**src/hdl/rtc_pkg.sv**
```systemverilog
package rtc_pkg;

  localparam int InDataW  = 56;
  localparam int InUserW  = 3;
  localparam int OutDataW = 64;
  localparam int CfgAddrW = 2;
  localparam int CfgDataW = 16;

  localparam logic [15:0] DefMinYear      = 16'd2000;
  localparam logic [15:0] DefMaxYear      = 16'd2099;
  localparam logic [2:0]  DefResetWeekday = 3'd6;
  localparam logic [4:0]  DefMinMod25     = 5'(DefMinYear % 25);
  localparam int          DefQueueDepth   = 4;

  localparam logic [CfgAddrW-1:0] RegMinYear      = 2'd0;
  localparam logic [CfgAddrW-1:0] RegMaxYear      = 2'd1;
  localparam logic [CfgAddrW-1:0] RegResetWeekday = 2'd2;

  localparam logic [InUserW-1:0] KindTick     = 3'd0;
  localparam logic [InUserW-1:0] KindSetTime  = 3'd1;
  localparam logic [InUserW-1:0] KindSetDate  = 3'd2;
  localparam logic [InUserW-1:0] KindSetAlarm = 3'd3;
  localparam logic [InUserW-1:0] KindClear    = 3'd4;

  typedef enum logic [2:0] {
    OP_TICK,
    OP_SET_TIME,
    OP_SET_DATE,
    OP_SET_ALARM,
    OP_CLEAR,
    OP_REJECT
  } op_t;

  typedef struct packed {
    op_t         op;
    logic [4:0]  hour;
    logic [5:0]  minute;
    logic [5:0]  second;
    logic [4:0]  day;
    logic [3:0]  month;
    logic [15:0] year;
    logic [16:0] wd_sum;
    logic [4:0]  year_mod25;
  } cmd_t;

  typedef struct packed {
    logic [15:0] year_lo;
    logic [15:0] year_hi;
    logic [2:0]  reset_weekday;
    logic [4:0]  min_mod25;
  } cfg_t;

  function automatic logic [2:0] sak_offset(input logic [3:0] month);
    logic [2:0] t;
    case (month)
      4'd1:    t = 3'd0;
      4'd2:    t = 3'd3;
      4'd3:    t = 3'd2;
      4'd4:    t = 3'd5;
      4'd5:    t = 3'd0;
      4'd6:    t = 3'd3;
      4'd7:    t = 3'd5;
      4'd8:    t = 3'd1;
      4'd9:    t = 3'd4;
      4'd10:   t = 3'd6;
      4'd11:   t = 3'd2;
      4'd12:   t = 3'd4;
      default: t = 3'd0;
    endcase
    return t;
  endfunction

  function automatic logic [4:0] days_in_month(input logic [3:0] month, input logic leap);
    logic [4:0] n;
    case (month)
      4'd2:                    n = leap ? 5'd29 : 5'd28;
      4'd4, 4'd6, 4'd9, 4'd11: n = 5'd30;
      default:                 n = 5'd31;
    endcase
    return n;
  endfunction

  // floor(x / 25) for x below 2^14
  function automatic logic [9:0] div25_14(input logic [13:0] x);
    logic [26:0] p;
    p = 27'(x) * 27'(5243);
    return p[26:17];
  endfunction

  function automatic logic [4:0] mod25_16(input logic [15:0] x);
    logic [32:0] p;
    logic [11:0] q;
    logic [15:0] qx25;
    p    = 33'(x) * 33'(83887);
    q    = p[32:21];
    qx25 = 16'({q, 4'd0}) + 16'({q, 3'd0}) + 16'(q);
    return 5'(x - qx25);
  endfunction

  // fold octal digits, since 8 is 1 mod 7
  function automatic logic [2:0] mod7_17(input logic [16:0] x);
    logic [5:0] a;
    logic [3:0] b;
    logic [3:0] c;
    a = 6'(x[2:0]) + 6'(x[5:3]) + 6'(x[8:6]) + 6'(x[11:9]) + 6'(x[14:12]) + 6'(x[16:15]);
    b = 4'(a[2:0]) + 4'(a[5:3]);
    c = 4'(b[2:0]) + 4'(b[3]);
    return (c >= 4'd7) ? 3'(c - 4'd7) : c[2:0];
  endfunction

endpackage

```
**src/hdl/rtc_calendar_with_alarm_unit.sv**
```systemverilog
// Channel  Signals                          Payload
// s_*      s_tvalid s_tready s_tdata s_tuser  request: kind in tuser, time/date fields in tdata
// m_*      m_tvalid m_tready m_tdata          result: flag, time, date, weekday, alarm
// cfg_*    cfg_we cfg_addr cfg_data           year floor, year ceiling, reset weekday
//
// One request per cycle sustained while m_tready stays high.
// Queue write at the input transfer; state update and result load when the request leaves the queue.
// The request queue (QueueDepth entries) decouples the decode side from the state update.
// s_tready drops only when the queue is full; m_tready low holds the result register while m_tvalid is high.
// rst is synchronous: calendar 00:00:00, 1 January of the year floor, alarm disarmed.
module rtc_calendar_with_alarm_unit #(
  parameter int QueueDepth = rtc_pkg::DefQueueDepth
) (
  input  logic                          clk,
  input  logic                          rst,
  input  logic                          s_tvalid,
  output logic                          s_tready,
  // hour_in, minute_in, second_in, day_in, month_in, year_in
  input  logic [rtc_pkg::InDataW-1:0]   s_tdata,
  // kind
  input  logic [rtc_pkg::InUserW-1:0]   s_tuser,
  output logic                          m_tvalid,
  input  logic                          m_tready,
  // accepted, second_now, minute_now, hour_now, day_now, month_now, year_now,
  // weekday_now, alarm_hour_now, alarm_minute_now, alarm_armed, alarm_active, zero pad
  output logic [rtc_pkg::OutDataW-1:0]  m_tdata,
  input  logic                          cfg_we,
  input  logic [rtc_pkg::CfgAddrW-1:0]  cfg_addr,
  input  logic [rtc_pkg::CfgDataW-1:0]  cfg_data
);
  import rtc_pkg::*;

  logic [15:0] year_lo;
  logic [15:0] year_hi;
  logic [2:0]  reset_weekday;
  cfg_t        cfg;
  logic        full;
  logic        push;
  cmd_t        push_cmd;
  logic        q_valid;
  logic        pop;
  cmd_t        head;

  always_ff @(posedge clk) begin
    if (rst) begin
      year_lo       <= DefMinYear;
      year_hi       <= DefMaxYear;
      reset_weekday <= DefResetWeekday;
    end else if (cfg_we) begin
      case (cfg_addr)
        RegMinYear:      year_lo       <= cfg_data;
        RegMaxYear:      year_hi       <= cfg_data;
        RegResetWeekday: reset_weekday <= cfg_data[2:0];
        default: begin
        end
      endcase
    end
  end

  assign cfg.year_lo       = year_lo;
  assign cfg.year_hi       = year_hi;
  assign cfg.reset_weekday = reset_weekday;
  assign cfg.min_mod25     = mod25_16(year_lo);

  rtc_front u_front (
    .s_tvalid (s_tvalid),
    .s_tready (s_tready),
    .s_tdata  (s_tdata),
    .s_tuser  (s_tuser),
    .cfg      (cfg),
    .full     (full),
    .push     (push),
    .cmd      (push_cmd)
  );

  rtc_queue #(
    .Depth (QueueDepth)
  ) u_queue (
    .clk       (clk),
    .rst       (rst),
    .push      (push),
    .push_data (push_cmd),
    .full      (full),
    .valid     (q_valid),
    .pop       (pop),
    .head      (head)
  );

  rtc_back u_back (
    .clk      (clk),
    .rst      (rst),
    .cfg      (cfg),
    .q_valid  (q_valid),
    .pop      (pop),
    .cmd      (head),
    .m_tvalid (m_tvalid),
    .m_tready (m_tready),
    .m_tdata  (m_tdata)
  );

endmodule

```
**src/hdl/rtc_front.sv**
```systemverilog
module rtc_front (
  input  logic                         s_tvalid,
  output logic                         s_tready,
  // hour_in, minute_in, second_in, day_in, month_in, year_in
  input  logic [rtc_pkg::InDataW-1:0]  s_tdata,
  // kind
  input  logic [rtc_pkg::InUserW-1:0]  s_tuser,
  input  rtc_pkg::cfg_t                cfg,
  input  logic                         full,
  output logic                         push,
  output rtc_pkg::cmd_t                cmd
);
  import rtc_pkg::*;

  logic [7:0]  hour_in;
  logic [7:0]  minute_in;
  logic [7:0]  second_in;
  logic [7:0]  day_in;
  logic [7:0]  month_in;
  logic [15:0] year_in;
  logic        time_ok;
  logic        date_ok;
  logic [15:0] sy;
  logic [9:0]  q100;
  logic [9:0]  q400;

  assign hour_in   = s_tdata[7:0];
  assign minute_in = s_tdata[15:8];
  assign second_in = s_tdata[23:16];
  assign day_in    = s_tdata[31:24];
  assign month_in  = s_tdata[39:32];
  assign year_in   = s_tdata[55:40];

  assign s_tready = !full;
  assign push     = s_tvalid && !full;

  assign time_ok = (hour_in <= 8'd23) && (minute_in <= 8'd59);
  assign date_ok = (day_in >= 8'd1) && (day_in <= 8'd31) && (month_in >= 8'd1) &&
                   (month_in <= 8'd12) && (year_in >= cfg.year_lo) &&
                   (year_in <= cfg.year_hi);

  assign sy   = (month_in < 8'd3) ? year_in - 16'd1 : year_in;
  assign q100 = div25_14(sy[15:2]);
  assign q400 = div25_14({2'd0, sy[15:4]});

  always_comb begin
    cmd.hour       = hour_in[4:0];
    cmd.minute     = minute_in[5:0];
    cmd.second     = second_in[5:0];
    cmd.day        = day_in[4:0];
    cmd.month      = month_in[3:0];
    cmd.year       = year_in;
    cmd.year_mod25 = mod25_16(year_in);
    cmd.wd_sum     = 17'(18'(sy) + 18'(sy[15:2]) + 18'(q400) + 18'(sak_offset(month_in[3:0]))
                     + 18'(day_in[4:0]) - 18'(q100));
    case (s_tuser)
      KindTick:     cmd.op = OP_TICK;
      KindSetTime:  cmd.op = (time_ok && second_in <= 8'd59) ? OP_SET_TIME : OP_REJECT;
      KindSetDate:  cmd.op = date_ok ? OP_SET_DATE : OP_REJECT;
      KindSetAlarm: cmd.op = time_ok ? OP_SET_ALARM : OP_REJECT;
      KindClear:    cmd.op = OP_CLEAR;
      default:      cmd.op = OP_REJECT;
    endcase
  end

endmodule

```
**src/hdl/rtc_queue.sv**
```systemverilog
module rtc_queue #(
  parameter int Depth = rtc_pkg::DefQueueDepth
) (
  input  logic          clk,
  input  logic          rst,
  input  logic          push,
  input  rtc_pkg::cmd_t push_data,
  output logic          full,
  output logic          valid,
  input  logic          pop,
  output rtc_pkg::cmd_t head
);
  import rtc_pkg::*;

  localparam int IdxW = $clog2(Depth);
  localparam int CntW = $clog2(Depth + 1);

  cmd_t            slots [Depth];
  logic [IdxW-1:0] wr_ptr;
  logic [IdxW-1:0] rd_ptr;
  logic [CntW-1:0] count;

  assign full  = (count == CntW'(Depth));
  assign valid = (count != '0);
  assign head  = slots[rd_ptr];

  always_ff @(posedge clk) begin
    if (push) begin
      slots[wr_ptr] <= push_data;
    end
  end

  always_ff @(posedge clk) begin
    if (rst) begin
      wr_ptr <= '0;
      rd_ptr <= '0;
      count  <= '0;
    end else begin
      if (push) begin
        wr_ptr <= (wr_ptr == IdxW'(Depth - 1)) ? '0 : wr_ptr + 1'b1;
      end
      if (pop) begin
        rd_ptr <= (rd_ptr == IdxW'(Depth - 1)) ? '0 : rd_ptr + 1'b1;
      end
      if (push && !pop) begin
        count <= count + 1'b1;
      end else if (pop && !push) begin
        count <= count - 1'b1;
      end
    end
  end

  assert property (@(posedge clk) disable iff (rst) count <= CntW'(Depth))
    else $error("queue count beyond depth");
  assert property (@(posedge clk) disable iff (rst)
    (push && !pop) |=> count == $past(count) + 1'b1)
    else $error("queue count did not advance on push");
  assert property (@(posedge clk) disable iff (rst)
    (pop && !push) |=> count == $past(count) - 1'b1)
    else $error("queue count did not drop on pop");

endmodule

```
**src/hdl/rtc_back.sv**
```systemverilog
module rtc_back (
  input  logic                         clk,
  input  logic                         rst,
  input  rtc_pkg::cfg_t                cfg,
  input  logic                         q_valid,
  output logic                         pop,
  input  rtc_pkg::cmd_t                cmd,
  output logic                         m_tvalid,
  input  logic                         m_tready,
  // accepted, second_now, minute_now, hour_now, day_now, month_now, year_now,
  // weekday_now, alarm_hour_now, alarm_minute_now, alarm_armed, alarm_active, zero pad
  output logic [rtc_pkg::OutDataW-1:0] m_tdata
);
  import rtc_pkg::*;

  logic [5:0]  seconds, seconds_next;
  logic [5:0]  minutes, minutes_next;
  logic [4:0]  hours, hours_next;
  logic [4:0]  day_of_month, day_of_month_next;
  logic [3:0]  month, month_next;
  logic [15:0] year, year_next;
  logic [4:0]  year_mod25, year_mod25_next;
  logic [2:0]  weekday, weekday_next;
  logic [4:0]  alarm_hour, alarm_hour_next;
  logic [5:0]  alarm_minute, alarm_minute_next;
  logic        armed_flag, armed_flag_next;
  logic        active_flag, active_flag_next;

  logic        sec_wrap;
  logic        min_wrap;
  logic        hour_wrap;
  logic        carry;
  logic        leap;
  logic [5:0]  day_sum;
  logic [3:0]  wd_sum;
  logic        wrapped;
  logic        accepted;

  assign pop = q_valid && (!m_tvalid || m_tready);

  assign sec_wrap  = seconds >= 6'd59;
  assign min_wrap  = minutes >= 6'd59;
  assign hour_wrap = hours >= 5'd23;
  assign carry     = sec_wrap && min_wrap && hour_wrap;
  assign leap      = (year[1:0] == 2'd0 && year_mod25 != 5'd0) ||
                     (year[3:0] == 4'd0 && year_mod25 == 5'd0);
  assign day_sum   = 6'(day_of_month) + 6'(carry);
  assign wd_sum    = 4'(weekday) + 4'(carry);
  assign accepted  = (cmd.op != OP_REJECT);

  always_comb begin
    seconds_next      = seconds;
    minutes_next      = minutes;
    hours_next        = hours;
    day_of_month_next = day_of_month;
    month_next        = month;
    year_next         = year;
    year_mod25_next   = year_mod25;
    weekday_next      = weekday;
    alarm_hour_next   = alarm_hour;
    alarm_minute_next = alarm_minute;
    armed_flag_next   = armed_flag;
    active_flag_next  = active_flag;
    wrapped           = 1'b0;
    case (cmd.op)
      OP_TICK: begin
        if (!sec_wrap) begin
          seconds_next = seconds + 6'd1;
        end else begin
          seconds_next = '0;
          if (!min_wrap) begin
            minutes_next = minutes + 6'd1;
          end else begin
            minutes_next = '0;
            hours_next   = hour_wrap ? 5'd0 : hours + 5'd1;
          end
        end
        if (day_sum > 6'(days_in_month(month, leap))) begin
          day_of_month_next = 5'd1;
          if (month < 4'd12) begin
            month_next = month + 4'd1;
          end else begin
            month_next = 4'd1;
            if (year < cfg.year_hi) begin
              year_next       = year + 16'd1;
              year_mod25_next = (year_mod25 >= 5'd24) ? 5'd0 : year_mod25 + 5'd1;
            end else begin
              wrapped = 1'b1;
            end
          end
        end else begin
          day_of_month_next = day_sum[4:0];
        end
        weekday_next = (wd_sum >= 4'd7) ? 3'(wd_sum - 4'd7) : wd_sum[2:0];
        if (wrapped) begin
          seconds_next      = '0;
          minutes_next      = '0;
          hours_next        = '0;
          day_of_month_next = 5'd1;
          month_next        = 4'd1;
          year_next         = cfg.year_lo;
          year_mod25_next   = cfg.min_mod25;
          weekday_next      = cfg.reset_weekday;
        end
        if (armed_flag && hours_next == alarm_hour && minutes_next == alarm_minute) begin
          active_flag_next = 1'b1;
        end
      end
      OP_SET_TIME: begin
        hours_next   = cmd.hour;
        minutes_next = cmd.minute;
        seconds_next = cmd.second;
      end
      OP_SET_DATE: begin
        day_of_month_next = cmd.day;
        month_next        = cmd.month;
        year_next         = cmd.year;
        year_mod25_next   = cmd.year_mod25;
        weekday_next      = mod7_17(cmd.wd_sum);
      end
      OP_SET_ALARM: begin
        alarm_hour_next   = cmd.hour;
        alarm_minute_next = cmd.minute;
        armed_flag_next   = 1'b1;
      end
      OP_CLEAR: begin
        armed_flag_next  = 1'b0;
        active_flag_next = 1'b0;
      end
      default: begin
      end
    endcase
  end

  always_ff @(posedge clk) begin
    if (rst) begin
      seconds      <= '0;
      minutes      <= '0;
      hours        <= '0;
      day_of_month <= 5'd1;
      month        <= 4'd1;
      year         <= DefMinYear;
      year_mod25   <= DefMinMod25;
      weekday      <= DefResetWeekday;
      alarm_hour   <= '0;
      alarm_minute <= '0;
      armed_flag   <= 1'b0;
      active_flag  <= 1'b0;
      m_tvalid     <= 1'b0;
    end else begin
      if (pop) begin
        seconds      <= seconds_next;
        minutes      <= minutes_next;
        hours        <= hours_next;
        day_of_month <= day_of_month_next;
        month        <= month_next;
        year         <= year_next;
        year_mod25   <= year_mod25_next;
        weekday      <= weekday_next;
        alarm_hour   <= alarm_hour_next;
        alarm_minute <= alarm_minute_next;
        armed_flag   <= armed_flag_next;
        active_flag  <= active_flag_next;
        m_tvalid     <= 1'b1;
      end else if (m_tready) begin
        m_tvalid <= 1'b0;
      end
    end
  end

  always_ff @(posedge clk) begin
    if (pop) begin
      m_tdata <= {5'd0, active_flag_next, armed_flag_next, alarm_minute_next,
                  alarm_hour_next, weekday_next, year_next, month_next,
                  day_of_month_next, hours_next, minutes_next, seconds_next, accepted};
    end
  end

  assert property (@(posedge clk) disable iff (rst) $rose(active_flag) |-> armed_flag)
    else $error("alarm went active while not armed");
  assert property (@(posedge clk) disable iff (rst)
    (pop && cmd.op == OP_REJECT) |=> $stable(year) && $stable(seconds) && $stable(armed_flag))
    else $error("rejected request changed the state");

endmodule

```
**config.mk**
```make
export PLATFORM = sky130hd
export DESIGN_NAME = rtc_calendar_with_alarm_unit
export DESIGN_NICKNAME = d
export VERILOG_FILES = /design/src/hdl/rtc_pkg.sv /design/src/hdl/rtc_calendar_with_alarm_unit.sv /design/src/hdl/rtc_front.sv /design/src/hdl/rtc_queue.sv /design/src/hdl/rtc_back.sv
export SDC_FILE = /design/constraint.sdc
export NUM_CORES = 2
export LEC_CHECK = 0
export BUFFER_PORTS_ARGS = -buffer_cell sky130_fd_sc_hd__buf_2
export CORE_ASPECT_RATIO = 0.75
export CORE_UTILIZATION = 37
export DETAILED_ROUTE_END_ITERATION = 10
export PLACE_DENSITY = 0.62
export SYNTH_ARGS = -nofsm -noshare
export SYNTH_HDL_FRONTEND = slang
export SYNTH_SLANG_ARGS = --single-unit
```
**constraint.sdc**
```tcl
create_clock -name clk -period 14.6 [get_ports clk]
set_clock_uncertainty 0.15 [all_clocks]
set_input_delay 2.92 -clock clk [delete_from_list [all_inputs] [get_ports clk]]
set_output_delay 2.92 -clock clk [all_outputs]
set_load 0.05 [all_outputs]
```
==> results list <==
- After clock tree synthesis, the clock-pin slew on the worst setup and hold paths is 0.06 ns.
- Number of nets in the final layout: 4325
- Synthesis instantiated 81 different standard cells from the library.
- Most common library cells after synthesis: inv_1, ha_1, fa_1, edfxtp_1, nand2_1
- On the critical path, the stage with the largest delay is an instance of or4_1.
- Setup repair after global routing missed its margin: false
- Period utilisation layout: 95.18%
- The worst hold path belongs to the class flop to flop.
- Counting the fill cells in the layout gives 9059.
- Count of flip-flops with a built-in enable after synthesis: 327
- Maximum fanout encountered on the critical timing path: 11
* Die area: 98980 um2
- Sequential cells were found to cover 33.14% of the synthesized design area.
- STA classifies the critical path endpoint as a flop.
* Post-route DRC violation count: 0
* TritonCTS clock tree: built
- Leftover overflow at the end of global routing: 0
- Cts hold-fix bufs: 0
- The floorplan step set the die height to 272.7 um.
- Pre-CTS worst setup slack: 0.2863 ns
- Deepest level of the CTS H-tree: 2
* Slew Limit Headroom: 20.26%
* Maximum number of pins on one net before global-route repair: 86
- Shortest period the worst path allows: 13.90 ns
- Number of global-route vias before repair: 23680
* # setup viols final: 0
- Port buffer count: 142
* Post-Syn Area per Cell: 11.16 um2
- Leading cell type by number of instances after synthesis: inv_1
- Flip-flop cell with the highest count after synthesis: edfxtp_1
* Data arrival time of the worst path: 14.06 ns
- Of the total synthesized cell area, the portion taken by full adders, half adders and majority gates is 36.03%.
* Library cell occupying the most area in the post-synthesis netlist: edfxtp_1
- Number of placement rows: 98
* Fraction of synthesized cell area taken by the top area cell type: 27.16%
- Largest stage delay, worst path: 0.61 ns
- Half-perimeter wire length of the detailed placement result: 71.36 mm
* Count of cells resized by post-cts repair: 0
- Buffers from clock root to sink, at most: 3
- The synthesized netlist devotes 2.952% of its cell area to XOR and XNOR gates.
- Number of buffers inserted during clock tree synthesis: 46
- Die width: 363.0 um
- The initial antenna violation count is 3.
* Number of max-slew violations in the final report: 0
* Floorplan core area: 96010 um2
- Post-synth ARST share: 0%
- Post-CTS setup repair buffer count: 0
* Cells taking the most area after synthesis: edfxtp_1, fa_1, ha_1, inv_1, dfxtp_1
* Post-detailed-route wirelength per cell: 19.14 um
* Fraction of final layout cells with drive strength greater than 1: 10.99%
- During synthesis, Yosys emitted a total of 0 warnings.
* Via density per instance: 5.039
- The cell sitting at the root of the clock tree is a clkbuf_16.
- The first global-routing pass estimated 141.2 mm of wire.
- Tightest Pin Transition: 1.192 ns
- Vias after detailed routing: 23880
- The multi-input combinational cells in the finished layout cover a total of 21520 um2.
- Of the post-synthesis cell area, the part taken by muxes is 4.997%.
* Crit Path Category: input pin to flop
* Storage element area: 11990 um2
- Data on the critical path is required at its endpoint by 14.76 ns.
- 148 I/O pins were placed.
- In the post-route analysis, the smallest setup slack over all paths is 0.7038 ns.
- Simple-gate area share of the yosys netlist: 7.378%
- Post-synthesis register bit count: 435
* Count of routing violations after the opening detailed-route iteration: 1685
* Clock insertion delay at the later pin of the skew report: 0.58 ns
- Category of cells accounting for the largest share of critical-path delay: adder cells
- In this run the remaining antenna-violating nets after routing total 0.
- FMAX: 71.96 MHz
- For this block, the routed nets add up to 90.69 mm of wire.
- Post-synthesis compound-gate area fraction: 7.998%
* Cell count after synthesis: 3241
- The tool flagged a number of max-cap violations equal to 0.
* Combinational family with the most area after synthesis: adder cells
* Final-report hold violation count: 0
* P&R area growth vs syn: 10.94%
* Post-synthesis instance area: 36150 um2
* Buffers and inverters on the worst path: 8
- The congestion estimate from routability-driven global placement came to 0.9134.
- Pre-antenna DRT Iters: 5
- Starting density of the core: 37.66%
* Final TNS setup: 0 ns
- Number of clock sinks: 435
* Outcome: completed
- Global routing used 18.55% of the available tracks.
* Launching element type of the critical path: input pin
## placed cells by master (no fill, tap or decap), types with 36 or more instances in the layout
| cell type | instances |
|---|---|
| nand3_1 | 40 |
| xnor2_1 | 92 |
| edfxtp_1 | 327 |
| clkbuf_16 | 46 |
| fa_1 | 330 |
| nor3_1 | 39 |
| nor2_1 | 127 |
| nand2_1 | 249 |
| o21ai_0 | 75 |
| dfxtp_1 | 106 |
| buf_2 | 142 |
| inv_1 | 619 |
| a21o_1 | 36 |
| mux4_2 | 66 |
| ha_1 | 513 |
| buf_4 | 55 |
| a21oi_1 | 161 |
## cell families (layout without fill, tap and decap cells)
logic type,after synthesis,in the layout
xor+xnor,121,121
mux,96,96
compound gates,449,449
flops,435,435
other cells,1,6
buf+inv,711,904
simple gates,585,585
fa+ha+maj,843,843
## state kept, by name (all words and copies together) (netlist names), 3 cells and up, named ones only
signal / count
reset_weekday: 3
u_back.alarm_hour: 5
u_back.alarm_minute: 6
u_back.day_of_month: 5
u_back.hours: 5
u_back.m_tdata: 59
u_back.minutes: 6
u_back.month: 4
u_back.seconds: 6
u_back.weekday: 3
u_back.year: 16
u_back.year_mod25: 5
u_queue.count: 3
u_queue.slots: 268
year_hi: 16
year_lo: 16
## worst min-delay path: cells and delay by family, from the launching register on
family,cells,cell delay [ns]
AOI/OAI and AO/OA,1,0.05
and+or+nand+nor,1,0.05
DFF,1,0.31
## layer usage
| layer | share of wire (%) | global-route usage [%] |
|---|---|---|
| met1 | 49 | 28.33 |
| met4 | 1.4 | 3.142 |
| met5 | 0.030 | 0 |
| met2 | 42 | 27.36 |
| met3 | 6.9 | 3.538 |
## area by class of cell
class	count	share of cell area (%)
Antenna cell	1	0.006239
Clock inverter	17	0.5209
Multi-Input combinational cell	2099	53.65
Inverter	621	5.818
Clock buffer	69	3.260
Sequential cell	435	29.89
Timing Repair Buffer	197	2.801
Tap cell	1300	4.055
## path summary, 6_finish.rpt
| check | endpoint | depth (start not counted) | start | slack, ns |
|---|---|---|---|---|
| min reg2reg | year_hi[9] | 2 | year_hi[9] | 0.31 |
| min | year_hi[9] | 2 | year_hi[9] | 0.31 |
| max | u_queue.slots[0][21] | 46 | s_tdata[37] | 0.70 |
| max reg2reg | u_back.year_mod25[4] | 31 | year_lo[10] | 5.96 |
## per-stage QoR
stage	util [%]	hold WS, ns	cells	instance area, um2
2_1_floorplan	-	0.2863	3245	36170
6_report	41.78	0.3058	4739	40110
4_1_cts	41.78	0.3077	4738	40110
3_5_place_dp	40.20	0.2996	4652	38590
3_3_place_gp	40.20	0.2940	4652	38590
5_1_grt	41.78	0.3347	4739	40110
Power is left out: the tool's default activity adds up to more than one toggle a clock period on the data nets, which glitch-free logic cannot reach.
